`src/design/buddy_page_allocator_macros.svh`:
```
// ----------------------------------------------------------------------------
// Buddy page allocator assertion macros
// Wrappers for the concurrent checks of the allocator; ASSERT_OFF drops them.
// ----------------------------------------------------------------------------
`ifndef BUDDY_PAGE_ALLOCATOR_MACROS_SVH
`define BUDDY_PAGE_ALLOCATOR_MACROS_SVH

`ifndef ASSERT_OFF

`define BPA_ASSERT_IMP(lbl, ck, rn, ante, cons) \
	lbl: assert property (@(posedge ck) disable iff (!rn) (ante) |-> (cons)) \
		else $error("same-cycle check failed");

`define BPA_ASSERT_NEXT(lbl, ck, rn, ante, cons) \
	lbl: assert property (@(posedge ck) disable iff (!rn) (ante) |=> (cons)) \
		else $error("next-cycle check failed");

`else

`define BPA_ASSERT_IMP(lbl, ck, rn, ante, cons)

`define BPA_ASSERT_NEXT(lbl, ck, rn, ante, cons)

`endif

`endif

```
`src/design/bpa_pkg.sv`:
```
// ----------------------------------------------------------------------------
// Buddy page allocator package
// Field widths, codes, controller states and the controller/datapath link.
// ----------------------------------------------------------------------------
package bpa_pkg;

	// pool size; field widths below are sized for it
	localparam int PAGE_COUNT = 1024;

	localparam int ADDR_W = 10;
	localparam int CFG_W  = 11;
	localparam int ORD_W  = 4;
	localparam int STAT_W = 2;

	localparam logic OPER_ALLOC = 1'b0;
	localparam logic OPER_FREE  = 1'b1;

	localparam logic [STAT_W-1:0] ST_OK    = 2'd0;
	localparam logic [STAT_W-1:0] ST_ORDER = 2'd1;
	localparam logic [STAT_W-1:0] ST_EMPTY = 2'd2;

	typedef enum logic [4:0] {
		S_BUILD_INIT,
		S_BUILD,
		S_IDLE,
		S_DISPATCH,
		S_ASCAN,
		S_AMARK,
		S_ULINK,
		S_UCLR,
		S_ADESC,
		S_AFIN,
		S_PUSH1,
		S_PUSH2,
		S_FDESC,
		S_FRDL,
		S_FCHK,
		S_FMARK,
		S_FBCHK,
		S_FUP,
		S_DONE
	} ctrl_state_t;

	typedef enum logic [4:0] {
		OP_NONE,
		OP_BUILD_INIT,
		OP_BUILD_STEP,
		OP_SET_ERR_ORDER,
		OP_SET_ERR_EMPTY,
		OP_ALLOC_CHECK,
		OP_SCAN_STEP,
		OP_ALLOC_TAKE,
		OP_MARK_USED,
		OP_UNLINK_LINK,
		OP_UNLINK_CLR,
		OP_DESCEND,
		OP_ALLOC_RESULT,
		OP_PUSH_HEAD,
		OP_PUSH_LINK,
		OP_FREE_INIT,
		OP_FREE_STEP,
		OP_READ_LEFT,
		OP_LEFT_STEP,
		OP_MARK_FREE,
		OP_MERGE_UNLINK,
		OP_MERGE_UP,
		OP_EMIT
	} dp_op_t;

	typedef enum logic [1:0] {
		HS_T,
		HS_UL,
		HS_PL
	} head_sel_t;

	typedef struct packed {
		dp_op_t    op;
		head_sel_t head_sel;
		logic      in_take;
	} dp_cmd_t;

	typedef struct packed {
		logic build_last;
		logic o_gt_top;
		logic t_gt_top;
		logic head_empty;
		logic t_eq_o;
		logic ord_zero;
		logic at_addr;
		logic n_root;
		logic addr_oob;
		logic rd_free;
		logic is_free_op;
		logic out_free;
	} dp_stat_t;

endpackage

```
`src/design/bpa_ctrl.sv`:
```
// ----------------------------------------------------------------------------
// Buddy page allocator controller
// Sequences rebuild, allocate and free steps; drives the datapath by command.
// ----------------------------------------------------------------------------
module bpa_ctrl (
	input  logic              clk,
	input  logic              arst_n,
	input  logic              cfg_we,
	input  logic              in_valid,
	output logic              in_ready,
	input  bpa_pkg::dp_stat_t stat,
	output bpa_pkg::dp_cmd_t  cmd
);

	import bpa_pkg::*;

	ctrl_state_t state_q, state_d;

	always_ff @(posedge clk or negedge arst_n) begin
		if (!arst_n) begin
			state_q <= S_BUILD_INIT;
		end else begin
			state_q <= state_d;
		end
	end

	// next state
	always_comb begin
		state_d = state_q;
		unique case (state_q)
			S_BUILD_INIT: state_d = S_BUILD;
			S_BUILD: begin
				if (stat.build_last) state_d = S_IDLE;
			end
			S_IDLE: begin
				if (in_valid) state_d = S_DISPATCH;
			end
			S_DISPATCH: begin
				if (stat.is_free_op) begin
					state_d = stat.addr_oob ? S_DONE : S_FDESC;
				end else begin
					state_d = stat.o_gt_top ? S_DONE : S_ASCAN;
				end
			end
			S_ASCAN: begin
				if (stat.t_gt_top) state_d = S_DONE;
				else if (!stat.head_empty) state_d = S_AMARK;
			end
			S_AMARK: state_d = S_ULINK;
			S_ULINK: state_d = S_UCLR;
			S_UCLR: begin
				if (stat.is_free_op) state_d = S_FUP;
				else if (stat.t_eq_o) state_d = S_AFIN;
				else state_d = S_ADESC;
			end
			S_ADESC: state_d = stat.rd_free ? S_PUSH1 : S_AMARK;
			S_AFIN: state_d = S_DONE;
			S_PUSH1: state_d = S_PUSH2;
			S_PUSH2: state_d = stat.is_free_op ? S_DONE : S_AMARK;
			S_FDESC: begin
				if (stat.ord_zero || stat.at_addr) state_d = S_FRDL;
			end
			S_FRDL: state_d = stat.ord_zero ? S_FMARK : S_FCHK;
			S_FCHK: state_d = stat.rd_free ? S_FMARK : S_FRDL;
			S_FMARK: state_d = stat.n_root ? S_PUSH1 : S_FBCHK;
			S_FBCHK: state_d = stat.rd_free ? S_ULINK : S_PUSH1;
			S_FUP: state_d = S_FMARK;
			S_DONE: begin
				if (stat.out_free) state_d = S_IDLE;
			end
			default: state_d = S_BUILD_INIT;
		endcase
		// a register write always restarts the rebuild
		if (cfg_we) state_d = S_BUILD_INIT;
	end

	// outputs
	always_comb begin
		cmd.op       = OP_NONE;
		cmd.head_sel = HS_T;
		cmd.in_take  = 1'b0;
		in_ready     = 1'b0;
		unique case (state_q)
			S_BUILD_INIT: cmd.op = OP_BUILD_INIT;
			S_BUILD:      cmd.op = OP_BUILD_STEP;
			S_IDLE: begin
				in_ready    = 1'b1;
				cmd.in_take = in_valid;
			end
			S_DISPATCH: begin
				if (stat.is_free_op) begin
					cmd.op = stat.addr_oob ? OP_NONE : OP_FREE_INIT;
				end else begin
					cmd.op = stat.o_gt_top ? OP_SET_ERR_ORDER : OP_ALLOC_CHECK;
				end
			end
			S_ASCAN: begin
				if (stat.t_gt_top) cmd.op = OP_SET_ERR_EMPTY;
				else if (stat.head_empty) cmd.op = OP_SCAN_STEP;
				else cmd.op = OP_ALLOC_TAKE;
			end
			S_AMARK: cmd.op = OP_MARK_USED;
			S_ULINK: begin
				cmd.op       = OP_UNLINK_LINK;
				cmd.head_sel = HS_UL;
			end
			S_UCLR:  cmd.op = OP_UNLINK_CLR;
			S_ADESC: cmd.op = OP_DESCEND;
			S_AFIN:  cmd.op = OP_ALLOC_RESULT;
			S_PUSH1: begin
				cmd.op       = OP_PUSH_HEAD;
				cmd.head_sel = HS_PL;
			end
			S_PUSH2: cmd.op = OP_PUSH_LINK;
			S_FDESC: begin
				if (!stat.ord_zero && !stat.at_addr) cmd.op = OP_FREE_STEP;
			end
			S_FRDL: begin
				if (!stat.ord_zero) cmd.op = OP_READ_LEFT;
			end
			S_FCHK: begin
				if (!stat.rd_free) cmd.op = OP_LEFT_STEP;
			end
			S_FMARK: cmd.op = OP_MARK_FREE;
			S_FBCHK: begin
				if (stat.rd_free) cmd.op = OP_MERGE_UNLINK;
			end
			S_FUP: cmd.op = OP_MERGE_UP;
			S_DONE: begin
				if (stat.out_free) cmd.op = OP_EMIT;
			end
			default: cmd.op = OP_NONE;
		endcase
	end

endmodule

```
`config.mk`:
```
export PLATFORM = sky130hd
export DESIGN_NAME = bpa_ctrl
export DESIGN_NICKNAME = d
export VERILOG_FILES = /design/src/design/buddy_page_allocator_macros.svh /design/src/design/bpa_pkg.sv /design/src/design/bpa_ctrl.sv
export SDC_FILE = /design/constraint.sdc
export NUM_CORES = 1
export LEC_CHECK = 0
export ABC_AREA = 1
export BUFFER_PORTS_ARGS = -buffer_cell sky130_fd_sc_hd__buf_4
export CAP_MARGIN = 40
export CORE_MARGIN = 3
export CORE_UTILIZATION = 46
export CTS_CLUSTER_SIZE = 12
export DETAILED_ROUTE_END_ITERATION = 10
export MAX_ROUTING_LAYER = met4
export PLACE_DENSITY_LB_ADDON = 0.25
export SLEW_MARGIN = 20
export SYNTH_ARGS = -nofsm -noshare
export SYNTH_HDL_FRONTEND = slang
export SYNTH_SLANG_ARGS = --single-unit
```
`constraint.sdc`:
```
create_clock -name clk -period 1.68 [get_ports clk]
set_input_delay 0.42 -clock clk [delete_from_list [all_inputs] [get_ports clk]]
set_output_delay 0.42 -clock clk [all_outputs]
set_load 0.02 [all_outputs]
```
==> results of run 1 <==
-- cell families after synthesis --
kind of cell | count (synthesis)
AOI/OAI and AO/OA | 16
and+or+nand+nor | 114
buffers and inverters | 30
DFF | 5
-- metrics by stage --
step                hold WS, ns  instances  setup slack [ns]  area [sq um]
floorplan                 0.124        165           0.00366           885
global placement          0.220        256           -0.0755          1410
detailed placement        0.221        256            -0.171          1410
==> impl_metrics.tcl, run 1 <==
set metrics [dict create \
    syn_area_sq_um 845 \
    synth_cells 165 \
    row_count 14 \
    boundaryPins 25 \
    yosys.area_share.simple_pct 59.3 \
    outcome "aborted with a tool error" \
    yosysMostFrequentCell "nand2_1" \
    dieHeight_microns 48.9 \
    portBuffers 24 \
    place_hpwl_microns 3260 \
    cts_sinks 5 \
    htreeDepth 1 \
    die_w_microns 48.9 \
    finalWeightedCongestion 0.976 \
    stop_stage "4_1_cts" \
    synth-edff-count 0 \
    synth_top_cell_area_share_pct 17.8 \
    cts_setup_buffers 6 \
    synth_xor_area_share_pct 0 \
    yosysUniqueCellTypes 18 \
    initial_core_util_pct 52.4 \
    ys_seq_elements 5 \
    yosysSeqAreaShare_pct 14.8 \
    yosys_warnings 0 \
    holdBufCountCts 1 \
    cts_buffer_depth 2 \
    synthAdderAreaFrac_pct 0 \
    synth_top_family_by_area "simple AND/OR/NAND/NOR gates" \
    cts_buffers 3 \
    stop_error "[ERROR DPL-0038] Utilization greater than 100%, impossible to legalize" \
    cts_resized 45 \
    ys.flop_type "dfrtp_1" \
    synth-compound-area-share_pct 11.6 \
    synthTopCellsByArea "nand2_1 18%, nand3_1 17%, dfrtp_1 15%" \
    synthMuxAreaShare_pct 0 \
    syn_avg_cell_area_sq_um 5.12 \
    postSynth.asyncResetShare_pct 100 \
    yosysTopAreaCell "nand2_1" \
    clockRootBuffer "clkbuf_4" \
    syn_nets 181 \
    ys_top_cells_by_count "40 x nand2_1, 31 x nor2_1, 29 x nand3_1" \
]
==> run 2, diff against run 1 <==
--- a/config.mk
+++ b/config.mk
@@ -8,12 +8,10 @@
 export ABC_AREA = 1
 export BUFFER_PORTS_ARGS = -buffer_cell sky130_fd_sc_hd__buf_4
 export CAP_MARGIN = 40
-export CORE_MARGIN = 3
-export CORE_UTILIZATION = 46
-export CTS_CLUSTER_SIZE = 12
+export CORE_AREA = 3 3 64 66
 export DETAILED_ROUTE_END_ITERATION = 10
-export MAX_ROUTING_LAYER = met4
-export PLACE_DENSITY_LB_ADDON = 0.25
+export DIE_AREA = 0 0 67 69
+export PLACE_DENSITY_LB_ADDON = 0.15
 export SLEW_MARGIN = 20
 export SYNTH_ARGS = -nofsm -noshare
 export SYNTH_HDL_FRONTEND = slang
==> constraint.sdc (replaced) <==
create_clock -name clk -period 2.2 [get_ports clk]
set_input_delay 0.55 -clock clk [delete_from_list [all_inputs] [get_ports clk]]
set_output_delay 0.55 -clock clk [all_outputs]
set_load 0.02 [all_outputs]
==> run 2 against run 1 <==
The flow now finishes without violations; synthesized area unchanged; synthesized cell count unchanged.
==> impl_metrics.tcl, run 2 <==
set metrics [dict create \
    endpoint "cmd[5]" \
    finalWeightedCongestion 0.941 \
    syn_to_final_growth_pct 64.3 \
    cts_buffer_depth 2 \
    drt_iter0_markers 93 \
    power_density_nw_per_um2 909 \
    yosys_warnings 0 \
    most-common-layout-cells "41 x buf_4, 35 x nand2_1, 27 x nand3_1" \
    postSynth.asyncResetShare_pct 100 \
    boundaryPins 25 \
    grt_max_degree 13 \
    ys_seq_elements 5 \
    max_flop_register "state_q" \
    finalHoldViolations 0 \
    synth_cells 165 \
    p_leak_uw 0.000765 \
    critPathMaxFanout 12 \
    worst_setup_path_end_kind "primary output" \
    ys_top_cells_by_count "40 x nand2_1, 31 x nor2_1, 29 x nand3_1" \
    antenna_left 0 \
    yosysMostFrequentCell "nand2_1" \
    worstMarginPinSlew_ns 0.282 \
    r2r_cells 10 \
    routedWlPerCell_microns 13.4 \
    fin_cells 259 \
    yosysTopAreaCell "nand2_1" \
    synth_top_cell_area_share_pct 17.8 \
    cp.required_ns 1.65 \
    crit_top_cell "buf_6" \
    finClkSkew_ns 0.000395 \
    dieHeight_microns 69 \
    cts_tree "yes" \
    dieArea_sq_um 4620 \
    portBuffers 24 \
    overflow 0 \
    synthTopCellsByArea "nand2_1 18%, nand3_1 17%, dfrtp_1 15%" \
    final_common_cell "buf_4" \
    syn_avg_cell_area_sq_um 5.12 \
    drc 0 \
    yosysSeqAreaShare_pct 14.8 \
    startpoint "state_q[4]$_DFFE_PN0P_" \
    setup_viol 0 \
    antenna_found_initial 0 \
    r2r-start "state_q[2]$_DFFE_PN0P_" \
    grt_use_total_pct 15.0 \
    synth-edff-count 0 \
    finalCritPeriodShare_pct 97.2 \
    place_hpwl_microns 2760 \
    clock.fmax_mhz 468 \
    outcome "finished, final reports clean" \
    layout.nets 228 \
    dp.cells 245 \
    hold_path_class "input pin to asynchronous set/reset pin" \
    ir_drop_mv 0.578 \
    reg_top3 "state_q x5" \
    crit-reg2reg-capture "state_q[0]$_DFFE_PN0P_" \
    core_area_sq_um 3630 \
    cts_sinks 5 \
    fin_util_pct 38.2 \
    htreeDepth 1 \
    path_cells "inv_2 > buf_6 > nand3_2 > nor2_4 > buf_4 > a211oi_2 > nand3_1 > buf_6" \
    start_kind "flop" \
    cpMaxStageDelayCell "dfrtp_2" \
    critPathMaxStageDelay_ns 0.42 \
    rsz0062_at_grt "true" \
    r2r_slack_ns 0.48 \
    clkTransAtPathRegs_ns 0.03 \
    die_w_microns 67 \
    syn_area_sq_um 845 \
    worstSetupPathType "flop to primary output" \
    yosysUniqueCellTypes 18 \
    post-route-min-period_ns 2.14 \
    dr.pass1.iters 5 \
    drive_above_1_share_pct 35.5 \
    arrival_ns 1.59 \
    antenna-diode-count 0 \
    grt_pass1_vias 1265 \
    cts_buffers 3 \
    largest_register_ffs 5 \
    clockRootBuffer "clkbuf_8" \
    initial_core_util_pct 23.2 \
    syn_nets 181 \
    setup_tns_ns 0 \
    worstSkewPairLatency_ns 0.22 \
    vias 1300 \
    max_slew_margin_pct 81.0 \
    totalWireLength_microns 3460 \
    holdBufCountCts 0 \
    report.final.slew_viol_count 0 \
    grt_pass1_wl_microns 5510 \
    row_count 22 \
    drv_cap 0 \
    ys.flop_type "dfrtp_1" \
    via_per_inst 5.02 \
]
## run 2: how the worst min path moves through the flow
stage          startpoint                     end  slack, ns  depth (start not counted)
2_1_floorplan      arst_n  state_q[0]$_DFFE_PN0P_       0.25                          0
3_3_place_gp       arst_n  state_q[1]$_DFFE_PN0P_       0.35                          1
3_5_place_dp       arst_n  state_q[0]$_DFFE_PN0P_       0.35                          1
4_1_cts            arst_n  state_q[0]$_DFFE_PN0P_       0.12                          1
5_1_grt            arst_n  state_q[0]$_DFFE_PN0P_       0.12                          1
6_report           arst_n  state_q[0]$_DFFE_PN0P_       0.13                          1
## run 2: final cells by class
class	instances	area (sq um)
flip-flops and latches	5	131
inverters	28	105
fillers	395	2250
well taps	48	60.1
clock buffers	4	45.0
multi-input cells	130	704
repair buffers	44	342
## run 2: per-stage QoR
stage	instance area (sq um)	setup WS, ns	hold WS (ns)	power, uW
after floorplan	845	0.175	0.254	586
after global placement	1140	0.213	0.354	907
after detailed placement	1140	0.168	0.355	893
after CTS	1210	-0.0127	0.123	1080
after global routing	1390	-0.0410	0.121	1370
final	1390	0.0619	0.127	1260
## run 2: layer usage
layer	track usage [%]	wire (microns)	up-vias
met3	5.37	311	8
met4	6.53	57	0
met2	23.9	1670	61
met5	0	0	-
li1	-	-	636
met1	17.7	1420	595
## run 2: cells by family (layout without fill, tap and decap cells)
logic type             count (synthesis)  in the layout  synth area share, %
DFF                                    5              5                 14.8
buffers and inverters                 30             76                 14.4
AOI/OAI and AO/OA                     16             16                 11.6
and+or+nand+nor                      114            114                 59.3
## run 2: critical path: cells and delay by family, from the launching register on
kind                   cells  cell delay, ns
AO/OA/AOI/OAI              1            0.20
buffers and inverters      4            0.48
flip-flops                 1            0.42
AND/OR/NAND/NOR            3            0.27
## run 2: timing repair
action,4_1_cts,5_1_grt
cloned,0,0
resized for setup,5,30
endpoints found under the setup margin,4,5
pin swaps,1,8
buffers inserted,1,9
## run 2: report_power, final
group | internal [uW] | switching, uW | total (uW) | leakage, uW
clock | 124 | 41.1 | 165 | 0.0000228
sequential | 122 | 54.3 | 176 | 0.0000599
combinational | 391 | 528 | 919 | 0.000682
total | 637 | 624 | 1260 | 0.000765
Power figures use the tool's default switching activity.
==> run 3, diff against run 2 <==
--- a/config.mk
+++ b/config.mk
@@ -5,13 +5,12 @@
 export SDC_FILE = /design/constraint.sdc
 export NUM_CORES = 1
 export LEC_CHECK = 0
-export ABC_AREA = 1
 export BUFFER_PORTS_ARGS = -buffer_cell sky130_fd_sc_hd__buf_4
 export CAP_MARGIN = 40
 export CORE_AREA = 3 3 64 66
 export DETAILED_ROUTE_END_ITERATION = 10
 export DIE_AREA = 0 0 67 69
-export PLACE_DENSITY_LB_ADDON = 0.15
+export PLACE_DENSITY = 0.53
 export SLEW_MARGIN = 20
 export SYNTH_ARGS = -nofsm -noshare
 export SYNTH_HDL_FRONTEND = slang
==> run 3 against run 2 <==
Global-route usage is 1.7 points higher; design area is 5.7% higher; die area unchanged; clock power up 5%.
==> impl_metrics.tcl, run 3 <==
set metrics [dict create \
    cp.required_ns 1.65 \
    dr.pass1.iters 4 \
    via_per_inst 5.33 \
    overflow 0 \
    final_common_cell "buf_4" \
    finalWeightedCongestion 0.915 \
    boundaryPins 25 \
    grt_pass1_vias 1296 \
    ys_seq_elements 5 \
    core_area_sq_um 3630 \
    yosys_warnings 0 \
    antenna_found_initial 0 \
    dieArea_sq_um 4620 \
    dieHeight_microns 69 \
    most-common-layout-cells "58 x buf_4, 20 x nand2_1, 10 x nor2_1, 10 x a21oi_1, 7 x nor2b_1" \
    synthTopCellsByArea "dfrtp_1 14%, nand2_1 8.8%, nand2b_1 6.3%" \
    critPathMaxFanout 12 \
    start_kind "flop" \
    max_flop_register "state_q" \
    setup_tns_ns 0 \
    synth-edff-count 0 \
    htreeDepth 1 \
    setup_viol 0 \
    outcome "finished, final reports clean" \
    power_density_nw_per_um2 888 \
    grt_pass1_wl_microns 6110 \
    die_w_microns 67 \
    post-route-min-period_ns 2.17 \
    layout.nets 208 \
    r2r_slack_ns 0.30 \
    fin_cells 239 \
    cts_buffer_depth 2 \
    rsz0062_at_grt "true" \
    clock.fmax_mhz 461 \
    row_count 22 \
    antenna_left 0 \
    clkTransAtPathRegs_ns 0.03 \
    holdBufCountCts 0 \
    initial_core_util_pct 24.6 \
    place_hpwl_microns 2800 \
    syn_to_final_growth_pct 63.9 \
    postSynth.asyncResetShare_pct 100 \
    worstMarginPinSlew_ns 0.399 \
    reg_top3 "state_q x5" \
    grt_max_degree 15 \
    drive_above_1_share_pct 46.1 \
    totalWireLength_microns 3800 \
    arrival_ns 1.62 \
    finClkSkew_ns 0.00240 \
    worst_setup_path_end_kind "primary output" \
    yosysUniqueCellTypes 40 \
    routedWlPerCell_microns 15.9 \
    report.final.slew_viol_count 0 \
    grt_use_total_pct 16.7 \
    cts_sinks 5 \
    synth_top_cell_area_share_pct 14.0 \
    ys_top_cells_by_count "21 x nand2_1, 13 x nor2_1, 10 x a21oi_1" \
    portBuffers 24 \
    largest_register_ffs 5 \
    ir_drop_mv 0.340 \
    finalHoldViolations 0 \
    worstSkewPairLatency_ns 0.23 \
    synth_cells 136 \
    antenna-diode-count 0 \
    yosysMostFrequentCell "nand2_1" \
    syn_nets 152 \
    yosysTopAreaCell "dfrtp_1" \
    drc 0 \
    dp.cells 222 \
    syn_avg_cell_area_sq_um 6.58 \
    vias 1273 \
    worstSetupPathType "flop to primary output" \
    cts_buffers 3 \
    hold_path_class "input pin to asynchronous set/reset pin" \
    drt_iter0_markers 92 \
    p_leak_uw 0.000617 \
    ys.flop_type "dfrtp_1" \
    clockRootBuffer "clkbuf_8" \
    drv_cap 0 \
    yosysSeqAreaShare_pct 14.0 \
    syn_area_sq_um 895 \
    finalCritPeriodShare_pct 98.7 \
    max_slew_margin_pct 73.2 \
    cts_tree "yes" \
]
## run 3: final cells by class
cell class              count  area [sq um]
inverters                   5          18.8
multi-input cells         115           737
flip-flops and latches      5           131
clock buffers               4          45.0
fillers                   404          2170
repair buffers             62           474
well taps                  48          60.1
## run 3: logic make-up after synthesis
| kind of cell | after synthesis | synth area share, % |
|---|---|---|
| buffers and inverters | 16 | 8.25 |
| flip-flops | 5 | 14.0 |
| AO/OA/AOI/OAI | 50 | 40.8 |
| AND/OR/NAND/NOR | 65 | 36.9 |
## run 3: metal layers
layer	vias to the layer above	share of wire (%)	track usage (%)
met5	-	0	0
met4	0	5.9	9.68
met3	23	5.1	2.44
met2	54	47	26.4
met1	579	42	20.9
li1	617	-	-
## run 3: repair_timing
action | 4_1_cts | 5_1_grt
pin swaps | 0 | 2
gates resized for setup | 5 | 18
setup endpoints to repair | 7 | 9
buffers inserted | 6 | 7
## run 3: path summary, 6_finish.rpt
path | start | to | cells past startpoint
setup / recovery | state_q[0]$_DFFE_PN0P_ | cmd[4] | 6
hold / removal | arst_n | state_q[2]$_DFFE_PN0P_ | 1
setup reg to reg | state_q[0]$_DFFE_PN0P_ | state_q[1]$_DFFE_PN0P_ | 6
hold reg to reg | state_q[1]$_DFFE_PN0P_ | state_q[0]$_DFFE_PN0P_ | 3
max in group asynchronous | arst_n | state_q[1]$_DFFE_PN0P_ | 1
min in group clk | cfg_we | state_q[2]$_DFFE_PN0P_ | 2
## run 3: where the power goes
part	switching, uW	internal [uW]
logic	480	461
registers	71.0	117
clock network	48.3	125
## run 3: per-stage QoR
stage / hold WS, ns / cell area, sq um / setup slack, ns / util (%) / total power (uW)
3_5_place_dp: 0.352 / 1270 / 0.0895 / 34.9 / 971
5_1_grt: 0.104 / 1470 / -0.0658 / 40.4 / 1400
2_1_floorplan: 0.254 / 895 / 0.0234 / - / 638
3_3_place_gp: 0.352 / 1270 / 0.0741 / 34.9 / 972
4_1_cts: 0.123 / 1360 / 0.00124 / 37.5 / 1180
6_report: 0.114 / 1470 / 0.0288 / 40.4 / 1300
## run 3: worst max-delay path: stages (launching register included)
cell	delay, ns
dfrtp_2	0.50
buf_4	0.19
nor2b_1	0.14
a32o_1	0.21
nand2_1	0.09
o211ai_1	0.10
buf_4	0.17
